**src/design/tsr_pkg.sv**
```systemverilog
// Types, codes and constants shared by the traffic slot table.
// No dependencies; compiled before every other file of the block.
`default_nettype none

package tsr_pkg;

    // Default table depth
    localparam int unsigned NUM_SLOTS_DEF = 8;

    // Register reset values
    localparam logic [15:0] RANGE_LIMIT_RST  = 16'd15000;
    localparam logic        FILTER_EN_RST    = 1'b0;
    localparam logic [14:0] VERT_WINDOW_RST  = 15'd500;
    localparam logic [7:0]  EXPIRE_TIME_RST  = 8'd5;

    // APB address width: four registers at 4-byte spacing
    localparam int unsigned APB_AW = 4;

    typedef enum logic [1:0] {
        REG_RANGE_LIMIT = 2'd0,
        REG_FILTER_EN   = 2'd1,
        REG_VERT_WINDOW = 2'd2,
        REG_EXPIRE_TIME = 2'd3
    } t_reg_idx;

    typedef enum logic [2:0] {
        ACT_DROP     = 3'd0,
        ACT_UPDATE   = 3'd1,
        ACT_EMPTY    = 3'd2,
        ACT_EXPIRED  = 3'd3,
        ACT_LOWEST   = 3'd4,
        ACT_FARTHEST = 3'd5
    } t_action;

    typedef enum logic [1:0] {
        S_IDLE,
        S_SCAN,
        S_DRAIN,
        S_DECIDE
    } t_state;

    // Input word: one traffic report
    typedef struct packed {
        logic [23:0]        target_id;
        logic [31:0]        report_time;
        logic [31:0]        own_time;
        logic [15:0]        target_distance;
        logic signed [15:0] vertical_offset;
        logic [1:0]         alarm_lvl;
        logic [7:0]         alert_flags;
        logic [1:0]         alert_lvl;
    } t_report;

    // Output word: what happened to the report
    typedef struct packed {
        t_action     action;
        logic [2:0]  slot;
        logic [7:0]  kept_alert_flags;
        logic [1:0]  kept_alert_level;
    } t_result;

    // One table entry as held in the slot memory
    typedef struct packed {
        logic [23:0] id;
        logic [31:0] rtime;
        logic [15:0] distance;
        logic [1:0]  alarm;
        logic [7:0]  alert_flags;
        logic [1:0]  alert_lvl;
    } t_entry;

endpackage

`default_nettype wire

```
**src/design/traffic_slot_replacement.sv**
```systemverilog
// Traffic slot table: range/window filter, id match, slot replacement policy.
// Depends on tsr_pkg; slot state lives in one synchronous memory in this module.
//
//   channel   | signals                                | word
//   ----------+----------------------------------------+-----------
//   report in | i_in_valid / o_in_ready / i_report      | t_report
//   result    | o_out_valid / i_out_ready / o_result    | t_result
//   config    | psel penable pwrite paddr pwdata prdata pready (APB)
//
// Each report passes idle (where it is taken), then scan, with one read of the
// slot memory per slot, then drain for the last read data, then decide, which
// decides and writes back and waits while the output register is still full.
// The result word is registered in the decide state. Reports are handled one at a time.
// Reset (synchronous, active low) clears the per-slot valid bits, so the table
// reads empty at once; no clearing pass. A stalled result holds in the output
// register while the next report is already taken and scanned.
`default_nettype none

module traffic_slot_replacement
    import tsr_pkg::*;
#(
    parameter int unsigned NUM_SLOTS = NUM_SLOTS_DEF
) (
    input  wire logic              i_clk,
    input  wire logic              i_rst_n,
    // report channel
    input  wire logic              i_in_valid,
    output logic                   o_in_ready,
    input  wire t_report           i_report,
    // result channel
    output logic                   o_out_valid,
    input  wire logic              i_out_ready,
    output t_result                o_result,
    // configuration
    input  wire logic              psel,
    input  wire logic              penable,
    input  wire logic              pwrite,
    input  wire logic [APB_AW-1:0] paddr,
    input  wire logic [31:0]       pwdata,
    output logic [31:0]            prdata,
    output logic                   pready
);

    localparam int unsigned IW = $clog2(NUM_SLOTS);

    // ---------------- configuration registers ----------------
    logic [15:0] r_range;
    logic        r_filt;
    logic [14:0] r_vwin;
    logic [7:0]  r_expire;
    logic        cfg_wr;
    t_reg_idx    cfg_idx;

    assign pready  = 1'b1;
    assign cfg_idx = t_reg_idx'(paddr[3:2]);
    assign cfg_wr  = psel && penable && pwrite;

    always_ff @(posedge i_clk) begin
        if (!i_rst_n) begin
            r_range  <= RANGE_LIMIT_RST;
            r_filt   <= FILTER_EN_RST;
            r_vwin   <= VERT_WINDOW_RST;
            r_expire <= EXPIRE_TIME_RST;
        end else if (cfg_wr) begin
            unique case (cfg_idx)
                REG_RANGE_LIMIT: r_range  <= pwdata[15:0];
                REG_FILTER_EN:   r_filt   <= pwdata[0];
                REG_VERT_WINDOW: r_vwin   <= pwdata[14:0];
                REG_EXPIRE_TIME: r_expire <= pwdata[7:0];
                default: ;
            endcase
        end
    end

    // register read-back
    always_comb begin
        unique case (cfg_idx)
            REG_RANGE_LIMIT: prdata = {16'd0, r_range};
            REG_FILTER_EN:   prdata = {31'd0, r_filt};
            REG_VERT_WINDOW: prdata = {17'd0, r_vwin};
            REG_EXPIRE_TIME: prdata = {24'd0, r_expire};
            default:         prdata = 32'd0;
        endcase
    end

    // ---------------- control ----------------
    t_state  r_state, n_state;
    logic    in_fire;
    logic    out_free;
    logic    scan_last;
    logic    dec_fire;
    logic [IW-1:0] r_addr;

    assign in_fire   = i_in_valid && o_in_ready;
    assign out_free  = !o_out_valid || i_out_ready;
    assign scan_last = (r_addr == IW'(NUM_SLOTS - 1));

    always_ff @(posedge i_clk) begin
        if (!i_rst_n) begin
            r_state <= S_IDLE;
        end else begin
            r_state <= n_state;
        end
    end

    always_comb begin
        n_state    = r_state;
        o_in_ready = 1'b0;
        dec_fire   = 1'b0;
        unique case (r_state)
            S_IDLE: begin
                o_in_ready = 1'b1;
                if (i_in_valid) n_state = S_SCAN;
            end
            S_SCAN: begin
                if (scan_last) n_state = S_DRAIN;
            end
            S_DRAIN: begin
                n_state = S_DECIDE;
            end
            S_DECIDE: begin
                // wait for the output register to free up
                if (out_free) begin
                    dec_fire = 1'b1;
                    n_state  = S_IDLE;
                end
            end
            default: n_state = S_IDLE;
        endcase
    end

    // scan address: one slot read per cycle
    always_ff @(posedge i_clk) begin
        if (!i_rst_n) begin
            r_addr <= '0;
        end else if (in_fire) begin
            r_addr <= '0;
        end else if (r_state == S_SCAN && !scan_last) begin
            r_addr <= r_addr + IW'(1);
        end
    end

    // ---------------- captured report and filter result ----------------
    t_report            r_in;
    logic               r_drop;
    logic signed [16:0] vert_ext;
    logic signed [16:0] win_pos;
    logic signed [16:0] win_neg;
    logic               out_of_win;

    assign vert_ext   = 17'($signed(i_report.vertical_offset));
    assign win_pos    = signed'({2'b00, r_vwin});
    assign win_neg    = -win_pos;
    assign out_of_win = !(vert_ext > win_neg && vert_ext < win_pos);

    always_ff @(posedge i_clk) begin
        if (in_fire) begin
            r_in   <= i_report;
            r_drop <= (i_report.target_distance > r_range) || (r_filt && out_of_win);
        end
    end

    // ---------------- slot memory ----------------
    t_entry             r_mem [NUM_SLOTS];
    logic [NUM_SLOTS-1:0] r_valid;
    t_entry             r_q;
    logic               r_q_vld;
    logic [IW-1:0]      r_q_idx;
    logic               r_q_use;
    t_entry             q_ent;

    logic               dec_wr;
    logic [IW-1:0]      dec_idx;
    t_entry             dec_ent;

    // write port, one read port with registered data.
    // Write happens only in the decide cycle, after the scan's last read,
    // so no access of one report overlaps the next.
    always_ff @(posedge i_clk) begin
        if (dec_fire && dec_wr) begin
            r_mem[dec_idx] <= dec_ent;
        end
        r_q     <= r_mem[r_addr];
        r_q_vld <= r_valid[r_addr];
        r_q_idx <= r_addr;
    end

    // valid bits: an unwritten slot reads as all zero (empty)
    always_ff @(posedge i_clk) begin
        if (!i_rst_n) begin
            r_valid <= '0;
            r_q_use <= 1'b0;
        end else begin
            if (dec_fire && dec_wr) r_valid[dec_idx] <= 1'b1;
            r_q_use <= (r_state == S_SCAN);
        end
    end

    assign q_ent = r_q_vld ? r_q : '0;

    // ---------------- scan accumulators ----------------
    logic          r_match_hit;
    logic [IW-1:0] r_match_idx;
    logic [7:0]    r_match_flags;
    logic [1:0]    r_match_level;
    logic          r_free_hit;
    t_action       r_free_act;
    logic [IW-1:0] r_free_idx;
    logic [15:0]   r_far_dist;
    logic [IW-1:0] r_far_idx;
    logic [1:0]    r_far_alarm;
    logic [1:0]    r_low_alarm;
    logic [IW-1:0] r_low_idx;
    logic          q_expired;

    assign q_expired = 33'(r_in.own_time) > (33'(q_ent.rtime) + 33'(r_expire));

    always_ff @(posedge i_clk) begin
        if (in_fire) begin
            r_match_hit <= 1'b0;
            r_free_hit  <= 1'b0;
            r_far_dist  <= '0;
            r_far_idx   <= '0;
            r_low_alarm <= 2'd3;
            r_low_idx   <= '0;
        end else if (r_q_use) begin
            // first slot holding this id
            if (!r_match_hit && q_ent.id == r_in.target_id) begin
                r_match_hit   <= 1'b1;
                r_match_idx   <= r_q_idx;
                r_match_flags <= q_ent.alert_flags;
                r_match_level <= q_ent.alert_lvl;
            end
            // first empty or expired slot, empty tested first
            if (!r_free_hit) begin
                if (q_ent.id == '0) begin
                    r_free_hit <= 1'b1;
                    r_free_act <= ACT_EMPTY;
                    r_free_idx <= r_q_idx;
                end else if (q_expired) begin
                    r_free_hit <= 1'b1;
                    r_free_act <= ACT_EXPIRED;
                    r_free_idx <= r_q_idx;
                end
            end
            // farthest and lowest alarm, ties keep the lower slot
            if (q_ent.distance > r_far_dist) begin
                r_far_dist  <= q_ent.distance;
                r_far_idx   <= r_q_idx;
                r_far_alarm <= q_ent.alarm;
            end
            if (q_ent.alarm < r_low_alarm) begin
                r_low_alarm <= q_ent.alarm;
                r_low_idx   <= r_q_idx;
            end
        end
    end

    // ---------------- decision ----------------
    t_action  dec_act;
    t_result  dec_res;

    always_comb begin
        dec_act = ACT_DROP;
        dec_idx = '0;
        dec_wr  = 1'b0;
        dec_ent.id          = r_in.target_id;
        dec_ent.rtime       = r_in.report_time;
        dec_ent.distance    = r_in.target_distance;
        dec_ent.alarm       = r_in.alarm_lvl;
        dec_ent.alert_flags = r_in.alert_flags;
        dec_ent.alert_lvl   = r_in.alert_lvl;
        if (r_drop) begin
            dec_act = ACT_DROP;
        end else if (r_match_hit) begin
            // update keeps the stored alert marks
            dec_act = ACT_UPDATE;
            dec_idx = r_match_idx;
            dec_wr  = 1'b1;
            dec_ent.alert_flags = r_match_flags;
            dec_ent.alert_lvl   = r_match_level;
        end else if (r_free_hit) begin
            dec_act = r_free_act;
            dec_idx = r_free_idx;
            dec_wr  = 1'b1;
        end else if (r_in.alarm_lvl > r_low_alarm) begin
            dec_act = ACT_LOWEST;
            dec_idx = r_low_idx;
            dec_wr  = 1'b1;
        end else if (r_in.target_distance < r_far_dist &&
                     r_in.alarm_lvl >= r_far_alarm) begin
            dec_act = ACT_FARTHEST;
            dec_idx = r_far_idx;
            dec_wr  = 1'b1;
        end

        dec_res.action = dec_act;
        if (dec_wr) begin
            dec_res.slot             = 3'(dec_idx);
            dec_res.kept_alert_flags = dec_ent.alert_flags;
            dec_res.kept_alert_level = dec_ent.alert_lvl;
        end else begin
            dec_res.slot             = '0;
            dec_res.kept_alert_flags = '0;
            dec_res.kept_alert_level = '0;
        end
    end

    // ---------------- output register ----------------
    logic    r_out_valid;
    t_result r_out;

    always_ff @(posedge i_clk) begin
        if (!i_rst_n) begin
            r_out_valid <= 1'b0;
        end else if (dec_fire) begin
            r_out_valid <= 1'b1;
        end else if (i_out_ready) begin
            r_out_valid <= 1'b0;
        end
    end

    always_ff @(posedge i_clk) begin
        if (dec_fire) r_out <= dec_res;
    end

    assign o_out_valid = r_out_valid;
    assign o_result    = r_out;

endmodule

`default_nettype wire

```
**config.mk**
```make
export PLATFORM = sky130hd
export DESIGN_NAME = traffic_slot_replacement
export DESIGN_NICKNAME = d
export VERILOG_FILES = /design/src/design/tsr_pkg.sv /design/src/design/traffic_slot_replacement.sv
export SDC_FILE = /design/constraint.sdc
export NUM_CORES = 1
export LEC_CHECK = 0
export BUFFER_PORTS_ARGS = -buffer_cell sky130_fd_sc_hd__buf_2
export CORE_AREA = 10 10 350 352
export CTS_BUF_LIST = sky130_fd_sc_hd__clkbuf_8 sky130_fd_sc_hd__clkbuf_16
export CTS_CLUSTER_SIZE = 12
export DETAILED_ROUTE_END_ITERATION = 8
export DIE_AREA = 0 0 360 362
export SLEW_MARGIN = 0
export SYNTH_ARGS = -nofsm -noshare
export SYNTH_HDL_FRONTEND = slang
export SYNTH_SLANG_ARGS = --single-unit
```
**constraint.sdc**
```tcl
create_clock -name i_clk -period 5.8 [get_ports i_clk]
set_input_delay 0.29 -clock i_clk [delete_from_list [all_inputs] [get_ports i_clk]]
set_output_delay 0.29 -clock i_clk [all_outputs]
set_load 0.005 [all_outputs]
```
## Word-level counts from Yosys, hierarchy flattened

Memory sizes are Yosys's and may differ from the RTL's. A register that Yosys moved wholly into a read port is not among the register bits.
Cells that the tools add are included.

- Input bits: 175
- Output and inout bits: 51
- Bits in registers: 237
- Memories kept: 1
- RAM bits: 672

Memories:

| name | words | width | rd ports | clocked after memory_dff | wr ports | line | source |
|---|---|---|---|---|---|---|---|
| r_mem | 8 | 84 | 1 | 1 | 1 | traffic_slot_replacement.sv:164 | `t_entry r_mem [NUM_SLOTS];` |

- Bitwise logic cells: 4
- Multiplexer cells: 39
- $add $sub $neg: 3
- Eq/ne operators: 11
- Reduce and logical (&&, ||, !) cells: 34
- $lt $le $gt $ge: 12

Operators with widths:

| operator | number |
|---|---|
| 32-bit one-hot mux with 4 select lines | 1 |
| 84-bit 2-to-1 mux | 1 |
| 32-bit by 8-bit adder with 33-bit output | 1 |
| 32-bit by 33-bit greater-than comparator with 1-bit output | 1 |
| 16-bit greater-than comparator | 2 |
| 16-bit < comparator | 2 |
| 3-bit 2-to-1 mux | 10 |
| 24-bit equality test | 1 |
| 24-bit zero test | 1 |
| 10-bit 2-to-1 mux | 2 |
| 1-bit 2-to-1 mux | 19 |
| 16-bit by 17-bit greater-than comparator with 1-bit output | 1 |
| 15-bit negator with 17-bit output | 1 |
| 2-bit AND reduction | 7 |
| 1-bit logical AND | 10 |
| 3-bit AND reduction | 3 |
| 2-bit equality test (second input constant) | 4 |
| 3-bit by 4-bit < comparator with 1-bit output (second input constant) | 2 |
| 8-bit bitwise OR | 1 |
| 2-bit one-hot mux with 4 select lines | 1 |
| 2-bit 2-to-1 mux | 3 |
| 2-bit != test (second input constant) | 3 |
| 2-bit by 1-bit equality test with 1-bit output (second input constant) | 2 |
| 1-bit zero test | 4 |
| 14 further kinds | 20 |

## Longest topological paths before layout

- Depth after elaboration: 12
- Depth in mapped cells: 22

## Worst setup path before layout

Ideal clock, no wire load.

- Kind: register to register
- Start: reg r_in, in the netlist dec_ent[23]
- End: mem r_mem[0][0] (netlist name) (enable)
- Setup slack: -195 ps
- Data required time: 5288 ps
- Arrival time: 5483 ps
- Buffers on the path: 0
- Stages on the path, launching flop included: 8
- Cell sequence: edfxtp_1 > ha_1 > nand2_1 > o21ai_1 > a2111o_1 > a221o_1 > a2111o_1 > nor3_2

- Cells in the longest elaborated chain, start to end: 10
- Elaborated cells between the ends (all ways): 15

RTL lines:

| element | line | source |
|---|---|---|
| from (decl) | traffic_slot_replacement.sv:144 | `t_report r_in;` |
| from (signal assigned) | traffic_slot_replacement.sv:158 | `r_in <= i_report;` |
| 16-bit < comparator * | traffic_slot_replacement.sv:290 | `end else if (r_in.target_distance < r_far_dist &&` |
| 1-bit logical AND * | traffic_slot_replacement.sv:290 |  |
| 1-bit 2-to-1 mux | traffic_slot_replacement.sv:290 |  |
| 1-bit 2-to-1 mux | traffic_slot_replacement.sv:286 | `end else if (r_in.alarm_lvl > r_low_alarm) begin` |
| 1-bit 2-to-1 mux | traffic_slot_replacement.sv:282 | `end else if (r_free_hit) begin` |
| 1-bit 2-to-1 mux | traffic_slot_replacement.sv:275 | `end else if (r_match_hit) begin` |
| 1-bit 2-to-1 mux | traffic_slot_replacement.sv:273 | `if (r_drop) begin` |
| 1-bit logical AND | traffic_slot_replacement.sv:180 | `if (dec_fire && dec_wr) begin` |
| 1-bit 2-to-1 mux | traffic_slot_replacement.sv:180 |  |
| 1-bit 2-to-1 mux (not written as such) | traffic_slot_replacement.sv:181 | `r_mem[dec_idx] <= dec_ent;` |
| to (decl) | traffic_slot_replacement.sv:164 |  |

Mark *: on every way between the ends. The rest lies on a longest branch, timed or not.

## Worst setup path after layout

- Start: reg r_q_vld
- End: reg r_free_idx[1] (enable)

- Cells in the longest elaborated chain, start to end: 5
- Elaborated cells between the ends (all ways): 6

RTL lines:

| element | line | source |
|---|---|---|
| from (decl) | traffic_slot_replacement.sv:167 | `logic r_q_vld;` |
| from (signal assigned) | traffic_slot_replacement.sv:184 | `r_q_vld <= r_valid[r_addr];` |
| 84-bit 2-to-1 mux * | traffic_slot_replacement.sv:199 | `assign q_ent = r_q_vld ? r_q : '0;` |
| 32-bit by 8-bit adder with 33-bit output | traffic_slot_replacement.sv:216 | `assign q_expired = 33'(r_in.own_time) > (33'(q_ent.rtime) + 33'(r_expire));` |
| 32-bit by 33-bit greater-than comparator with 1-bit output | traffic_slot_replacement.sv:216 |  |
| 2-bit nonzero test (no source line) * | - |  |
| 4-bit AND reduction (no source line) * | - |  |
| to (signal assigned) | traffic_slot_replacement.sv:239 | `r_free_idx <= r_q_idx;` |
| to (signal assigned) | traffic_slot_replacement.sv:243 | `r_free_idx <= r_q_idx;` |
| to (decl) | traffic_slot_replacement.sv:208 | `logic [IW-1:0] r_free_idx;` |

Marks and branches as above.
A chain may end at the register's enable or synchronous reset.

==> flow_metrics.env <==
export IMPL_clk_pin_slew_ps=60
export IMPL_syn2layout_area_growth_pct=19.00
export IMPL_cts_tree="yes"
export IMPL_antenna_found_initial=0
export IMPL_num_nets_final=2982
export IMPL_setup_viol=0
export IMPL_slew_violations=0
export IMPL_path_cells="and2_1, ha_1, fa_1, a21o_1, a211oi_1, o21ai_1, nand3b_1, or3_1, xnor2_1, nand2_1, ha_1, nand4_1, or3_1, or3_1, o2111ai_1, o211ai_1, nor2_1"
export IMPL_cts_sinks=993
export IMPL_setup_tns_final_ps=0
export IMPL_cts_path_max_buffers=3
export IMPL_r2r_end="r_free_idx[1]$_DFFE_PP_"
export IMPL_cts_max_level=3
export IMPL_path_buf_inv=0
export IMPL_crit_top_cell="or3_1"
export IMPL_num_vias=21494
export IMPL_grt_pass1_wl_mm=141.4
export IMPL_cts_setup_buffers=0
export IMPL_dieWidth_um=360
export IMPL_vdd_drop_max_mv=0.2568
export IMPL_dp_hpwl_mm=56.43
export IMPL_p_per_area_nw_per_um2=376.0
export IMPL_crit_fanout=9
export IMPL_fillerInstances=10238
export IMPL_p_leak_nw=16.43
export IMPL_relSlewSlack=0.1744
export IMPL_hold_start="i_in_valid"
export IMPL_worstMarginPinSlew_ps=1238
export IMPL_min_path_type="in2reg"
export IMPL_clock_skew_ps=23.38
export IMPL_synthFlopType="edfxtp_1"
export IMPL_synthArstFlopShare=0
export IMPL_pre_cts_ws_ps=792.8
export IMPL_io_buffers=190
export IMPL_dieArea_um2=130300
export IMPL_run_status="complete, no violations"
export IMPL_reg2reg_slack_ps=800
export IMPL_crit_path_end_kind="register"
export IMPL_drt_first_pass_iters=5
export IMPL_fmax_mhz=200.0
export IMPL_yosys_register_bits=993
export IMPL_critPathTopFamily="simple AND/OR/NAND/NOR gates"
export IMPL_die_h_um=362
export IMPL_insertion_delay_ps=670
export IMPL_critPathRequiredTime_ps=6130
export IMPL_hold_path_depth=4
export IMPL_gp_congestion=0.8459
export IMPL_cts_buffers=105
export IMPL_cap_violations=0
export IMPL_start_util=0.3469
export IMPL_vias_per_cell=5.006
export IMPL_min_period_over_period=0.8620
export IMPL_hold_viol=0
export IMPL_cts_resized_gates=0
export IMPL_fp_coreArea_um2=115400
export IMPL_wire_per_inst_um=21.73
export IMPL_grt_max_degree=103
export IMPL_drcViolationCount=0
export IMPL_ys_types=75
export IMPL_grt_pass1_vias=22960
export IMPL_num_io_pins=226
export IMPL_worstSetupPathType="reg2reg"
export IMPL_slowest_stage="or3_1"
export IMPL_syn_area_per_cell_um2=17.37
export IMPL_drt_iter0_markers=1540
export IMPL_cts_root_buf="clkbuf_16"
export IMPL_layout_drive_gt1_share=0.2394
export IMPL_num_rows=125
export IMPL_synth_cells=2305
export IMPL_cp_arrival_ps=5330
export IMPL_fin_crit_ps=5000
export IMPL_drt_wl_total_mm=93.31
export IMPL_max_stage_delay_ps=420
export IMPL_yosysWarnings=0
export IMPL_rsz0062_at_grt="false"
export IMPL_gr_usage_all_layers=0.1408
export IMPL_hold_end="r_state[0]$_SDFFE_PN0P_"
export IMPL_grt_overflow=0
export IMPL_ant_nets=0
export IMPL_netlist_area_um2=40040
export IMPL_fin_ws_ps=800.2
export IMPL_critPathLaunchType="register"
export IMPL_reg2reg_from="r_q_vld$_DFF_P_"
export IMPL_synth_edf_count=824
export IMPL_reg2reg_depth=17
export IMPL_seq_area_frac_synth=0.7025
## cell usage after synthesis, drive strengths merged, types with 22 or more instances
cell    number  area [um2]
edfxtp     824       24740
mux4       171        3851
dfxtp      169        3383
ha         130        1627
nand2      129       484.2
mux2        95        1070
inv         82       307.8
nor2        72       270.3
clkbuf      61       229.0
buf         44       256.5
mux2i       40       400.4
o21ai       39       195.2
and2        37       231.5
a21oi       34       170.2
nand3       31       155.2
nor3        31       195.2
nor2b       29       181.4
xnor2       26       227.7
a21o        22       165.2
xor2        22       192.7
## flip-flops by register name (all words and copies together), names as in the netlist, 2 cells and up
signal / cells
r_state: 2
r_addr: 3
r_valid: 8
r_expire: 8
dec_ent: 74
r_far_alarm: 2
r_low_idx: 3
r_low_alarm: 2
r_in: 42
r_range: 16
r_mem: 672
r_q_idx: 3
r_free_idx: 3
o_result: 16
r_far_dist: 16
r_vwin: 15
r_q: 84
r_far_idx: 3
r_match_idx: 3
r_match_level: 2
r_match_flags: 8
## how the worst max path moves through the flow
| stage | startpoint | end | slack, ps | cells after the start |
|---|---|---|---|---|
| floorplan | dec_ent[23]$_DFFE_PP_ | r_mem[0][0]$_DFFE_PP_ | -200 | 7 |
| global placement | r_q_vld$_DFF_P_ | r_free_idx[0]$_DFFE_PP_ | 800 | 17 |
| detailed placement | r_q_vld$_DFF_P_ | r_free_idx[0]$_DFFE_PP_ | 790 | 16 |
| CTS | r_q_vld$_DFF_P_ | r_free_idx[1]$_DFFE_PP_ | 750 | 16 |
| global route | r_q_vld$_DFF_P_ | r_free_act[0]$_SDFFCE_PN0P_ | 450 | 16 |
| finish | r_q_vld$_DFF_P_ | r_free_idx[1]$_DFFE_PP_ | 800 | 17 |
## power by group
part	internal, mW	switching, mW
logic	1.13	1.17
registers	8.55	0.592
clock network	3.81	2.67
## layout by cell type (no fill, tap or decap), types with 9 or more instances in the layout
master	synthesis	routed
edfxtp_1	824	824
buf_2	10	190
mux4_2	171	171
dfxtp_1	169	165
dlygate4sd3_1	0	133
ha_1	130	130
nand2_1	129	129
inv_1	79	126
clkbuf_16	0	111
mux2_2	95	95
nor2_1	72	72
mux2i_1	40	40
and2_1	37	37
o21ai_0	34	34
a21oi_1	34	34
nand3_1	31	31
nor2b_1	29	29
xnor2_1	26	26
nor3_1	23	22
a21o_1	22	22
xor2_1	22	22
nand4_1	21	21
buf_4	17	21
nor4_1	20	20
a21boi_0	20	20
o21a_1	19	19
o211ai_1	18	18
conb_1	2	17
clkbuf_8	0	12
clkinv_2	0	11
a22o_1	10	10
buf_12	0	10
nand2b_1	9	9
## logic make-up after synthesis
group                    Yosys count  share of synthesized area
flip-flops                       993                     0.7025
XOR/XNOR                          48                    0.01050
buffers and inverters            187                    0.01981
adder cells (fa/ha/maj)          131                    0.04112
multiplexers                     306                     0.1329
AO/OA/AOI/OAI                    222                    0.04056
other                              2                  0.0001876
AND/OR/NAND/NOR                  416                    0.05247
## worst reg2reg max path, cell delays in order, from the launching register on
cell and delay [ps]:
dfxtp_2 340, and2_1 140, ha_1 200, fa_1 410, a21o_1 190, a211oi_1 340, o21ai_1 190, nand3b_1 360
or3_1 200, xnor2_1 110, nand2_1 70, ha_1 340, nand4_1 110, or3_1 420, or3_1 420, o2111ai_1 210
o211ai_1 250, nor2_1 340
## per-layer routing
| layer | part of all wire | vias to the layer above | global-route usage |
|---|---|---|---|
| met1 | 0.44 | 11038 | 0.1866 |
| met3 | 0.049 | 148 | 0.02541 |
| met2 | 0.48 | 554 | 0.2343 |
| met4 | 0.028 | 0 | 0.04319 |
| li1 | - | 9754 | - |
| met5 | 0 | - | 0 |
## cell type report
cell class	count	area, um2	area share
sequential	993	28140	0.5906
inverter	82	312.8	0.006565
clock buffer	123	2943	0.06176
timing repair buffer	354	2640	0.05541
antenna	1	2.502	0.00005252
multi-input combinational	1140	11240	0.2358
clock inverter	77	465.4	0.009769
tap	1524	1907	0.04002
## metrics by stage
| stage | area (um2) | hold WS [ps] | instances | total power, mW | util |
|---|---|---|---|---|---|
| 6_report | 47650 | 194.2 | 4294 | 17.92 | 0.4128 |
| 4_1_cts | 47640 | 130.7 | 4293 | 18.15 | 0.4128 |
| 2_1_floorplan | 40120 | 352.9 | 2320 | 10.75 | - |
| 3_3_place_gp | 42900 | 441.6 | 3960 | 11.45 | 0.3717 |
| 3_5_place_dp | 42900 | 453.5 | 3960 | 11.55 | 0.3717 |
| 5_1_grt | 47640 | 174.5 | 4293 | 18.70 | 0.4128 |
## timing repair
action / CTS / global route
endpoints found under the hold margin: 157 / 0
endpoints found under the setup margin: 0 / 0
hold buffers: 133 / 0
No activity file was read; power rests on OpenSTA's default activity.
